--- config.mk ---
export PLATFORM = sky130hd
export DESIGN_NAME = wqs_div_lane
export DESIGN_NICKNAME = d
export VERILOG_FILES = /design/src/wqs_pkg.sv /design/src/wqs_div_lane.sv
export SDC_FILE = /design/constraint.sdc
export NUM_CORES = 1
export LEC_CHECK = 0
export ABC_CLOCK_PERIOD_IN_PS = 4800
export BUFFER_PORTS_ARGS = -buffer_cell sky130_fd_sc_hd__buf_2
export CAP_MARGIN = 40
export CORE_ASPECT_RATIO = 1.25
export CORE_MARGIN = 2
export CORE_UTILIZATION = 35
export CTS_CLUSTER_DIAMETER = 150
export CTS_CLUSTER_SIZE = 8
export DETAILED_ROUTE_END_ITERATION = 8
export HOLD_SLACK_MARGIN = 0.06
export PLACE_DENSITY = 0.49
export REMOVE_ABC_BUFFERS = 1
export SLEW_MARGIN = 20
export SYNTH_ARGS = -nofsm -noshare
export SYNTH_HDL_FRONTEND = slang
export SYNTH_SLANG_ARGS = --single-unit
--- constraint.sdc ---
create_clock -name i_clk -period 4.8 [get_ports i_clk]
set_clock_uncertainty 0.15 [all_clocks]
set_input_delay 0.96 -clock i_clk [delete_from_list [all_inputs] [get_ports i_clk]]
set_output_delay 0.96 -clock i_clk [all_outputs]
set_load 0.005 [all_outputs]
--- src/wqs_pkg.sv ---
// ============================================================================
// Water quality scorer package
// Shared payload types, fixed limits, status codes and divider widths.
// ============================================================================
`default_nettype none

package wqs_pkg;

    // Readings of one beat on the input channel.
    typedef struct packed {
        logic [10:0]        ph_value;
        logic               ph_ok;
        logic [11:0]        solids_ppm;
        logic               solids_ok;
        logic signed [11:0] temp_tenths;
        logic               temp_ok;
        logic [9:0]         turbidity_ntu;
        logic               turbidity_ok;
    } t_in;

    // Result of one beat on the output channel.
    typedef struct packed {
        logic [6:0] water_score;
        logic [1:0] water_status;
        logic [1:0] overall_status;
        logic [4:0] reason_flags;
        logic [1:0] ph_status;
        logic [1:0] solids_status;
        logic [1:0] temp_status;
        logic [1:0] turbidity_status;
    } t_out;

    // Sensor classes.
    localparam logic [1:0] ST_SAFE   = 2'd0;
    localparam logic [1:0] ST_WARN   = 2'd1;
    localparam logic [1:0] ST_DANGER = 2'd2;
    localparam logic [1:0] ST_FAIL   = 2'd3;

    // Configuration register indexes.
    localparam logic [2:0] CFG_PH_SAFE_LOW  = 3'd0;
    localparam logic [2:0] CFG_PH_SAFE_HIGH = 3'd1;
    localparam logic [2:0] CFG_PH_WARN_LOW  = 3'd2;
    localparam logic [2:0] CFG_PH_WARN_HIGH = 3'd3;
    localparam logic [2:0] CFG_SOL_SAFE     = 3'd4;
    localparam logic [2:0] CFG_SOL_WARN     = 3'd5;
    localparam logic [2:0] CFG_TEMP_SAFE    = 3'd6;
    localparam logic [2:0] CFG_TEMP_WARN    = 3'd7;

    // Fixed limits and end points.
    localparam int TURB_SAFE_NTU = 5;
    localparam int TURB_WARN_NTU = 10;
    localparam int PH_END        = 1400;
    localparam int SOLIDS_END    = 1000;
    localparam int TEMP_END      = 600;
    localparam int TURB_END      = 100;
    localparam int FULL_Q8       = 25600;
    localparam int HALF_Q8       = 12800;

    // Divider geometry: distance and span are 12 bits, quotient up to 12800.
    localparam int DW      = 12;
    localparam int QW      = 14;
    localparam int NW      = DW + QW;
    localparam int DIV_STG = QW + 1;

endpackage

`default_nettype wire

--- src/wqs_div_lane.sv ---
// ============================================================================
// Scaled division lane
// Computes floor(dist * 12800 / span) with one multiply stage followed by one
// restoring quotient bit per stage.
// ============================================================================
`default_nettype none

module wqs_div_lane (
    input  wire logic                       i_clk,
    input  wire logic [wqs_pkg::DIV_STG-1:0] i_load,
    input  wire logic [wqs_pkg::DW-1:0]     i_dist,
    input  wire logic [wqs_pkg::DW-1:0]     i_span,
    output logic      [wqs_pkg::QW-1:0]     o_quot
);
    import wqs_pkg::*;

    logic [NW-1:0] r_rem [DIV_STG];
    logic [QW-1:0] r_q   [DIV_STG];
    logic [DW-1:0] r_sp  [DIV_STG];

    // Scale the distance to the half-score numerator, then settle one
    // quotient bit per stage, most significant first.
    always_ff @(posedge i_clk) begin
        if (i_load[0]) begin
            r_rem[0] <= NW'(i_dist) * NW'(HALF_Q8);
            r_q[0]   <= '0;
            r_sp[0]  <= i_span;
        end
        for (int j = 1; j < DIV_STG; j++) begin
            if (i_load[j]) begin
                if (r_rem[j-1] >= (NW'(r_sp[j-1]) << (QW - j))) begin
                    r_rem[j] <= r_rem[j-1] - (NW'(r_sp[j-1]) << (QW - j));
                    r_q[j]   <= r_q[j-1] | (QW'(1) << (QW - j));
                end else begin
                    r_rem[j] <= r_rem[j-1];
                    r_q[j]   <= r_q[j-1];
                end
                r_sp[j] <= r_sp[j-1];
            end
        end
    end

    assign o_quot = r_q[DIV_STG-1];

endmodule

`default_nettype wire

==> impl_metrics.xml, run 1 <==
<?xml version="1.0" encoding="UTF-8"?>
<metrics>
  <group name="status">
    <metric name="status" unit="">finished clean</metric>
  </group>
  <group name="drt">
    <metric name="drt-pass1-iter-count" unit="">5</metric>
    <metric name="antenna_left" unit="">0</metric>
    <metric name="via_count" unit="">18850</metric>
    <metric name="wl" unit="mm">66.62</metric>
    <metric name="drc" unit="">0</metric>
    <metric name="drt_first_iter_violations" unit="">1055</metric>
    <metric name="viasPerCell" unit="">5.146</metric>
    <metric name="routedWlPerCell" unit="um">18.19</metric>
  </group>
  <group name="cts">
    <metric name="cts_root_buffer" unit="">clkbuf_16</metric>
    <metric name="h-tree-depth" unit="">3</metric>
    <metric name="cts_setup_buffers" unit="">0</metric>
    <metric name="cts_made_buffers" unit="">78</metric>
    <metric name="cts.reportedPaths.clkPinSlew" unit="ns">0.05</metric>
    <metric name="clock_latency_reported_for_the_late_side_of_the_worst_skew_pair" unit="ns">0.65</metric>
    <metric name="clockBufferDepth" unit="">3</metric>
    <metric name="cts.repair.resized" unit="">0</metric>
    <metric name="tritoncts" unit="">built</metric>
    <metric name="cts-hold-fix-buffers" unit="">0</metric>
    <metric name="cts.sinks" unit="">547</metric>
  </group>
  <group name="setup_path">
    <metric name="r2r_slack" unit="ns">1.36</metric>
    <metric name="crit_reg_reg_startpoint" unit="">r_rem[1][6]</metric>
    <metric name="critPathArrivalTime" unit="ns">3.95</metric>
    <metric name="crit_path_frequent_cell" unit="">ha_1</metric>
    <metric name="regToRegEndpoint" unit="">r_rem[1][51]</metric>
    <metric name="worst_path_max_delay_cell" unit="">fa_1</metric>
    <metric name="worst-setup-path-type" unit="">primary input to flop</metric>
    <metric name="critPathLaunchType" unit="">primary input</metric>
    <metric name="r2r.worst_path.cells" unit="">10</metric>
    <metric name="cpPeakStageDelay" unit="ns">0.46</metric>
    <metric name="timing.critical_path.required" unit="ns">5.04</metric>
    <metric name="path_cells" unit="">buf_2 &gt; ha_1 &gt; ha_1 &gt; fa_1 &gt; ha_1 &gt; a21o_1 &gt; a21oi_1 &gt; o21bai_1 &gt; a2111o_1 &gt; a31o_2 &gt; a21oi_1 &gt; xnor2_1</metric>
    <metric name="end_kind" unit="">flop</metric>
    <metric name="crit_fanout" unit="">3</metric>
  </group>
  <group name="place">
    <metric name="placed_area" unit="sq mm">0.03089</metric>
    <metric name="place.gp.congestion" unit="">0.8572</metric>
    <metric name="io_buffer_count" unit="">53</metric>
    <metric name="detailed_place_hpwl" unit="mm">51.24</metric>
  </group>
  <group name="floorplan">
    <metric name="dieHeight" unit="um">328.1</metric>
    <metric name="io-pin-count" unit="">54</metric>
    <metric name="initial_core_util" unit="%">35.44</metric>
    <metric name="num_rows" unit="">118</metric>
    <metric name="die_x" unit="um">263.3</metric>
    <metric name="area_of_the_core" unit="sq mm">0.08297</metric>
    <metric name="die_outline_area" unit="sq mm">0.08637</metric>
  </group>
  <group name="power">
    <metric name="power.combinational.fraction" unit="%">32.7</metric>
    <metric name="power.sequential.fraction" unit="%">40.6</metric>
    <metric name="power.density_cell_area" unit="mW/mm^2">560.4</metric>
    <metric name="switching_share" unit="%">33.84</metric>
    <metric name="worst_ir_drop_vdd" unit="mV">0.3063</metric>
    <metric name="power.net_switching" unit="mW">6.273</metric>
    <metric name="p_leak" unit="nW">12.73</metric>
    <metric name="cell_internal_pwr" unit="mW">12.26</metric>
    <metric name="clock_power_share" unit="%">26.8</metric>
  </group>
  <group name="sta">
    <metric name="final.min_clock_period" unit="ns">3.707</metric>
    <metric name="timing.setup.tns" unit="ns">0</metric>
    <metric name="setup-violations-final" unit="">0</metric>
    <metric name="grt_setup_unrepaired" unit="">false</metric>
    <metric name="max_slew.worst_pin.slew" unit="ns">0.7803</metric>
    <metric name="timing_hold_violations_final" unit="">0</metric>
    <metric name="slew_headroom" unit="%">47.98</metric>
    <metric name="maximum_frequency_from_static_timing_analysis" unit="MHz">269.7</metric>
    <metric name="timing.final.crit_share" unit="%">77.24</metric>
    <metric name="timing_max_transition_violations_final" unit="">0</metric>
  </group>
  <group name="flow_run">
    <metric name="cap_viol_max_count" unit="">0</metric>
  </group>
  <group name="yosys">
    <metric name="synth_edf_count" unit="">547</metric>
    <metric name="postSynthCellCount" unit="">2478</metric>
    <metric name="async_flop_share" unit="%">0</metric>
    <metric name="yosys.cell_types.count" unit="">90</metric>
    <metric name="synth.largest_area_cell" unit="">edfxtp_1</metric>
    <metric name="synth.yosys.warnings" unit="">0</metric>
    <metric name="synth.cell_area" unit="sq mm">0.02941</metric>
    <metric name="synth_most_common_cell" unit="">edfxtp_1</metric>
    <metric name="yosys_most_used_dff" unit="">edfxtp_1</metric>
    <metric name="yosys_top_cell_area_share" unit="%">55.85</metric>
    <metric name="ys_seq_elements" unit="">547</metric>
    <metric name="post_synth_most_frequent_cells" unit="">edfxtp_1, inv_1, ha_1</metric>
    <metric name="postSynthAreaPerCell" unit="sq um">11.87</metric>
    <metric name="sequential_element_share_of_the_synthesized_area" unit="%">55.85</metric>
    <metric name="synth_top_cells_by_area" unit="">edfxtp_1, ha_1, inv_1</metric>
  </group>
  <group name="global_routing">
    <metric name="grt_antenna_before_repair" unit="">3</metric>
    <metric name="grt_util_all_layers" unit="%">15.50</metric>
    <metric name="grt_max_degree" unit="">51</metric>
    <metric name="wire_length_of_the_first_global_routing_pass" unit="mm">104.9</metric>
    <metric name="grt_pass1_vias" unit="">19230</metric>
    <metric name="grt_remaining_overflow" unit="">0</metric>
  </group>
  <group name="layout">
    <metric name="finish.instance_area" unit="sq mm">0.03308</metric>
    <metric name="layout-drive-gt1-share" unit="%">9.334</metric>
    <metric name="numnets_final" unit="">2844</metric>
    <metric name="area_growth_syn_to_layout" unit="%">12.48</metric>
  </group>
  <group name="hold_path">
    <metric name="timing.hold.worst_path_depth" unit="">0</metric>
    <metric name="holdPathEnd" unit="">r_q[0][96]</metric>
    <metric name="hold_path_startpoint" unit="">r_q[0][82]</metric>
    <metric name="holdCritPathClass" unit="">flop to flop</metric>
  </group>
</metrics>
[cells in the final DEF (no fill, tap or decap), types with 9 or more instances in the layout]
cell type / instances
o21a_1: 40
fa_1: 20
and2_1: 9
nand3b_1: 11
o31a_1: 13
o21ai_0: 111
nor2_1: 168
or3_1: 20
nand2_1: 156
a211oi_1: 13
or2_2: 11
a211o_1: 9
nor2b_1: 31
o21ai_1: 23
nand2b_1: 27
edfxtp_1: 547
mux2_2: 25
or4_1: 14
nand3_1: 41
xnor2_1: 103
a31o_2: 9
o21ai_2: 9
a31oi_1: 24
nor4b_1: 9
o31ai_1: 21
nor3_1: 39
o21bai_1: 9
a21boi_0: 9
nor4_1: 29
buf_2: 53
and3_1: 9
buf_4: 19
xor2_1: 87
inv_1: 249
a21oi_1: 147
a21o_1: 39
ha_1: 208
clkbuf_16: 78
nand4_1: 25
[cell families after synthesis]
group,synth area share (%)
simple gates,10.87
flops,55.85
xor+xnor,5.659
fa+ha+maj,10.21
mux,1.327
buf+inv,4.238
compound gates,11.84
[state kept, by name (all words and copies together) (netlist names)]
| name | count |
|---|---|
| r_rem | 274 |
| r_sp | 168 |
| r_q | 105 |
[how the worst max path moves through the flow]
| stage | startpoint | end | slack, ns | cells after the start |
|---|---|---|---|---|
| after floorplan | i_dist[2] | r_rem[0][25] | 0.74 | 11 |
| after global routing | i_dist[2] | r_rem[0][25] | 0.95 | 12 |
| after CTS | i_dist[2] | r_rem[0][25] | 1.15 | 12 |
| after global placement | i_dist[2] | r_rem[0][25] | 0.47 | 12 |
| final | i_dist[2] | r_rem[0][25] | 1.09 | 12 |
| after detailed placement | i_dist[2] | r_rem[0][25] | 0.44 | 12 |
[per-stage QoR]
stage               hold WS, ns  power, mW  util, %  cells  setup slack (ns)
finish                   0.2578      18.54    39.87   3663             1.093
global route             0.2655      19.76    39.87   3663            0.9499
CTS                      0.2533      18.78    39.84   3660             1.146
detailed placement       0.2545      13.67    37.23   3574            0.4406
global placement         0.2512      13.61    37.20   3572            0.4713
floorplan                0.2503      11.85        -   2421            0.7448
[layer usage]
layer,GRT usage (%),routed length [um],up-vias
met5,0,30,-
met2,29.69,35870,332
met1,16.38,25770,9130
li1,-,-,9254
met3,2.804,2318,130
met4,7.155,2631,4
[area by class of cell]
type | instances | area (sq um)
fillers | 7918 | 49900
flip-flops and latches | 547 | 16430
multi-input cells | 1621 | 11740
clock buffers | 78 | 1952
well taps | 1080 | 1351
inverters | 253 | 949.7
repair buffers | 75 | 452.9
clock inverters | 8 | 207.7
diodes | 1 | 2.502
[power groups by stage]
stage               combinational, mW  sequential, mW  clock, mW
CTS                              6.09            7.54       5.14
global placement                 6.01            7.61          0
global route                     6.80            7.64       5.31
detailed placement               6.05            7.62          0
floorplan                        4.60            7.26          0
finish                           6.06            7.52       4.96
[critical path, delay by kind of cell]
kind,cells,cell delay [ns]
XOR/XNOR,1,0.08
adder cells (fa/ha/maj),4,1.41
buffers and inverters,1,0.12
AO/OA/AOI/OAI,6,1.36
Power figures use the tool's default switching activity.
==> run 2, diff against run 1 <==
--- a/config.mk
+++ b/config.mk
@@ -5,7 +5,8 @@
 export SDC_FILE = /design/constraint.sdc
 export NUM_CORES = 1
 export LEC_CHECK = 0
-export ABC_CLOCK_PERIOD_IN_PS = 4800
+export ABC_AREA = 1
+export ABC_CLOCK_PERIOD_IN_PS = 3600
 export BUFFER_PORTS_ARGS = -buffer_cell sky130_fd_sc_hd__buf_2
 export CAP_MARGIN = 40
 export CORE_ASPECT_RATIO = 1.25
@@ -15,7 +16,7 @@
 export CTS_CLUSTER_SIZE = 8
 export DETAILED_ROUTE_END_ITERATION = 8
 export HOLD_SLACK_MARGIN = 0.06
-export PLACE_DENSITY = 0.49
+export PLACE_DENSITY = 0.48
 export REMOVE_ABC_BUFFERS = 1
 export SLEW_MARGIN = 20
 export SYNTH_ARGS = -nofsm -noshare
==> constraint.sdc (replaced) <==
create_clock -name i_clk -period 3.6 [get_ports i_clk]
set_clock_uncertainty 0.15 [all_clocks]
set_input_delay 0.72 -clock i_clk [delete_from_list [all_inputs] [get_ports i_clk]]
set_output_delay 0.72 -clock i_clk [all_outputs]
set_load 0.005 [all_outputs]
==> run 2 against run 1 <==
Net effect: die area up 16%; sequential share of layout area down 6.3 points; critical path depth unchanged; highest routed layer unchanged; critical path type unchanged; first-iteration DRC count up 24%.
==> impl_metrics.xml, run 2 <==
<?xml version="1.0" encoding="UTF-8"?>
<metrics>
  <group name="status">
    <metric name="status" unit="">finished clean</metric>
  </group>
  <group name="global_routing">
    <metric name="grt_antenna_before_repair" unit="">4</metric>
    <metric name="grt_pass1_vias" unit="">25080</metric>
    <metric name="grt_most_used_layer" unit="">met2</metric>
    <metric name="gr-usage-met1" unit="%">19.51</metric>
    <metric name="grt_max_degree" unit="">51</metric>
    <metric name="grt_use_met2" unit="%">32.31</metric>
    <metric name="wire_length_of_the_first_global_routing_pass" unit="mm">135.1</metric>
    <metric name="grt_remaining_overflow" unit="">0</metric>
    <metric name="use_met3" unit="%">2.242</metric>
    <metric name="grt_util_all_layers" unit="%">17.17</metric>
  </group>
  <group name="hold_path">
    <metric name="timing.hold.worst_path_depth" unit="">1</metric>
    <metric name="holdCritPathClass" unit="">primary input to flop</metric>
    <metric name="hold_path_startpoint" unit="">i_span[5]</metric>
    <metric name="holdPathEnd" unit="">r_sp[0][5]</metric>
  </group>
  <group name="yosys">
    <metric name="post_synth_fa_ha_maj_area_fraction" unit="%">8.803</metric>
    <metric name="synth.yosys.warnings" unit="">0</metric>
    <metric name="synth.largest_area_cell" unit="">edfxtp_1</metric>
    <metric name="synth_top_cells_by_area" unit="">edfxtp_1, nand2_1, ha_1</metric>
    <metric name="synth.cell_area" unit="sq mm">0.03411</metric>
    <metric name="largest_family_of_logic_cells_by_synthesized_area" unit="">simple AND/OR/NAND/NOR gates</metric>
    <metric name="ys_seq_elements" unit="">547</metric>
    <metric name="synth_edf_count" unit="">547</metric>
    <metric name="yosys.cell_types.count" unit="">53</metric>
    <metric name="sequential_element_share_of_the_synthesized_area" unit="%">48.15</metric>
    <metric name="yosys_most_used_dff" unit="">edfxtp_1</metric>
    <metric name="postSynthCellCount" unit="">3978</metric>
    <metric name="post_synth_most_frequent_cells" unit="">nand2_1, inv_1, edfxtp_1</metric>
    <metric name="synth_xor_xnor_area_share" unit="%">2.876</metric>
    <metric name="synth_most_common_cell" unit="">nand2_1</metric>
    <metric name="synth.area.mux_share" unit="%">0</metric>
    <metric name="post_synth_and_or_nand_nor_area_fraction" unit="%">26.18</metric>
    <metric name="postSynthAreaPerCell" unit="sq um">8.575</metric>
    <metric name="synth_compound_area_share" unit="%">5.212</metric>
    <metric name="yosys_top_cell_area_share" unit="%">48.15</metric>
    <metric name="async_flop_share" unit="%">0</metric>
  </group>
  <group name="layout">
    <metric name="largest_register_ff_count" unit="">274</metric>
    <metric name="numnets_final" unit="">4351</metric>
    <metric name="mostFrequentLayoutCell" unit="">nand2_1</metric>
    <metric name="fin_util" unit="%">39.07</metric>
    <metric name="largest_register" unit="">r_rem</metric>
    <metric name="layout-drive-gt1-share" unit="%">8.191</metric>
    <metric name="final_cell_count_no_fill" unit="">5391</metric>
    <metric name="area_growth_syn_to_layout" unit="%">11.16</metric>
    <metric name="largestRegisters" unit="">r_rem (274), r_sp (168), r_q (105)</metric>
    <metric name="layout_common_cells" unit="">nand2_1, inv_1, edfxtp_1, nor2_1, nand3_1</metric>
  </group>
  <group name="sta">
    <metric name="timing_max_transition_violations_final" unit="">0</metric>
    <metric name="maximum_frequency_from_static_timing_analysis" unit="MHz">350.2</metric>
    <metric name="setup_ws_post_layout" unit="ns">0.7445</metric>
    <metric name="final.min_clock_period" unit="ns">2.855</metric>
    <metric name="slew_headroom" unit="%">49.81</metric>
    <metric name="max_slew.worst_pin.slew" unit="ns">0.7529</metric>
    <metric name="grt_setup_unrepaired" unit="">false</metric>
    <metric name="timing_hold_violations_final" unit="">0</metric>
    <metric name="setup-violations-final" unit="">0</metric>
    <metric name="timing.setup.tns" unit="ns">0</metric>
    <metric name="timing.final.crit_share" unit="%">79.32</metric>
  </group>
  <group name="setup_path">
    <metric name="worst-path-buf-inv" unit="">3</metric>
    <metric name="path_cells" unit="">buf_2 &gt; ha_1 &gt; ha_1 &gt; inv_1 &gt; fa_1 &gt; inv_1 &gt; ha_1 &gt; a21o_1 &gt; nand3_1 &gt; nand3_1 &gt; a21oi_1 &gt; xor2_1</metric>
    <metric name="timing.critical_path.required" unit="ns">3.84</metric>
    <metric name="critPathLaunchType" unit="">primary input</metric>
    <metric name="worst-setup-path-type" unit="">primary input to flop</metric>
    <metric name="worst_path_max_delay_cell" unit="">fa_1</metric>
    <metric name="r2r.worst_path.cells" unit="">10</metric>
    <metric name="r2r_slack" unit="ns">0.93</metric>
    <metric name="family_with_the_most_delay_on_the_worst_path" unit="">adder cells</metric>
    <metric name="crit_path_frequent_cell" unit="">ha_1</metric>
    <metric name="regToRegEndpoint" unit="">r_rem[0][46]</metric>
    <metric name="critical_path_cell_count" unit="">12</metric>
    <metric name="crit_reg_reg_startpoint" unit="">r_rem[0][23]</metric>
    <metric name="end_kind" unit="">flop</metric>
    <metric name="crit_fanout" unit="">5</metric>
    <metric name="critPathArrivalTime" unit="ns">3.10</metric>
    <metric name="cpPeakStageDelay" unit="ns">0.49</metric>
  </group>
  <group name="cts">
    <metric name="clock_latency_reported_for_the_late_side_of_the_worst_skew_pair" unit="ns">0.64</metric>
    <metric name="cts.repair.resized" unit="">0</metric>
    <metric name="clockBufferDepth" unit="">3</metric>
    <metric name="tritoncts" unit="">built</metric>
    <metric name="cts-hold-fix-buffers" unit="">8</metric>
    <metric name="cts_made_buffers" unit="">78</metric>
    <metric name="cts.reportedPaths.clkPinSlew" unit="ns">0.05</metric>
    <metric name="cts.sinks" unit="">547</metric>
    <metric name="cts_root_buffer" unit="">clkbuf_16</metric>
    <metric name="cts_setup_buffers" unit="">0</metric>
    <metric name="h-tree-depth" unit="">3</metric>
  </group>
  <group name="drt">
    <metric name="wl" unit="mm">85.84</metric>
    <metric name="routedWlPerCell" unit="um">15.92</metric>
    <metric name="viasPerCell" unit="">4.653</metric>
    <metric name="drt_first_iter_violations" unit="">1307</metric>
    <metric name="antenna_left" unit="">0</metric>
    <metric name="via_count" unit="">25080</metric>
    <metric name="drt-pass1-iter-count" unit="">5</metric>
    <metric name="drc" unit="">0</metric>
  </group>
  <group name="floorplan">
    <metric name="die_outline_area" unit="sq mm">0.09999</metric>
    <metric name="initial_core_util" unit="%">35.15</metric>
    <metric name="die_x" unit="um">283.2</metric>
    <metric name="dieHeight" unit="um">353.0</metric>
    <metric name="io-pin-count" unit="">54</metric>
    <metric name="num_rows" unit="">128</metric>
    <metric name="area_of_the_core" unit="sq mm">0.09705</metric>
  </group>
  <group name="place">
    <metric name="detailed_place_hpwl" unit="mm">69.15</metric>
    <metric name="post-place-cells" unit="">5295</metric>
    <metric name="detailedPlace.worstSlack" unit="ns">0.09131</metric>
    <metric name="place.gp.congestion" unit="">0.8725</metric>
    <metric name="io_buffer_count" unit="">53</metric>
  </group>
  <group name="power">
    <metric name="power.combinational.fraction" unit="%">38.6</metric>
    <metric name="totalPowerFinal" unit="mW">27.09</metric>
    <metric name="worst_ir_drop_vdd" unit="mV">0.3635</metric>
    <metric name="p_leak" unit="nW">17.14</metric>
    <metric name="power.net_switching" unit="mW">10.60</metric>
    <metric name="switching_share" unit="%">39.15</metric>
    <metric name="cell_internal_pwr" unit="mW">16.49</metric>
    <metric name="clock_power_share" unit="%">24.6</metric>
    <metric name="power.sequential.fraction" unit="%">36.9</metric>
    <metric name="power.density_cell_area" unit="mW/mm^2">714.5</metric>
  </group>
  <group name="flow_run">
    <metric name="cap_viol_max_count" unit="">0</metric>
  </group>
</metrics>
## run 2: logic make-up after synthesis
family                     count (synthesis)
DFF                                      547
buffers and inverters                    730
xor gates and xnor gates                 112
AOI/OAI and AO/OA                        301
and+or+nand+nor                         2060
adders and majority gates                228
## run 2: power by group through the flow
| stage | registers [mW] | logic (mW) | clock network (mW) |
|---|---|---|---|
| 3_3_place_gp | 10.1 | 10.5 | 0 |
| 3_5_place_dp | 10.1 | 10.5 | 0 |
| 6_report | 9.98 | 10.4 | 6.66 |
| 4_1_cts | 10.0 | 10.6 | 6.90 |
| 2_1_floorplan | 9.55 | 7.95 | 0 |
| 5_1_grt | 10.1 | 12.0 | 7.14 |
## run 2: through the flow
stage / instance area, sq um / hold WS [ns]
floorplan: 33660 / 0.2503
global placement: 35690 / 0.2506
detailed placement: 35690 / 0.2545
CTS: 37910 / 0.06020
global route: 37910 / 0.07444
finish: 37920 / 0.1111
## run 2: layout make-up
type	count	area (sq um)
tap	1300	1627
multi-input combinational	2701	14690
clock buffer	78	1952
timing repair buffer	80	488.0
inverter	675	2541
clock inverter	9	188.9
sequential	547	16430
antenna	1	2.502
fill	10040	59140
## run 2: per-layer routing
metal	vias to the layer above	wire [um]	share of wire, %
met5	-	24	0.028
met4	4	2927	3.4
met3	153	2579	3.0
met2	340	44810	52
met1	11500	35500	41
li1	13080	-	-
## run 2: worst max-delay path by stage
stage	to	from
floorplan	r_rem[0][23]	i_dist[3]
global placement	r_rem[0][23]	i_dist[3]
detailed placement	r_rem[0][23]	i_dist[3]
CTS	r_rem[0][25]	i_dist[3]
global route	r_rem[0][23]	i_dist[3]
finish	r_rem[0][22]	i_dist[4]
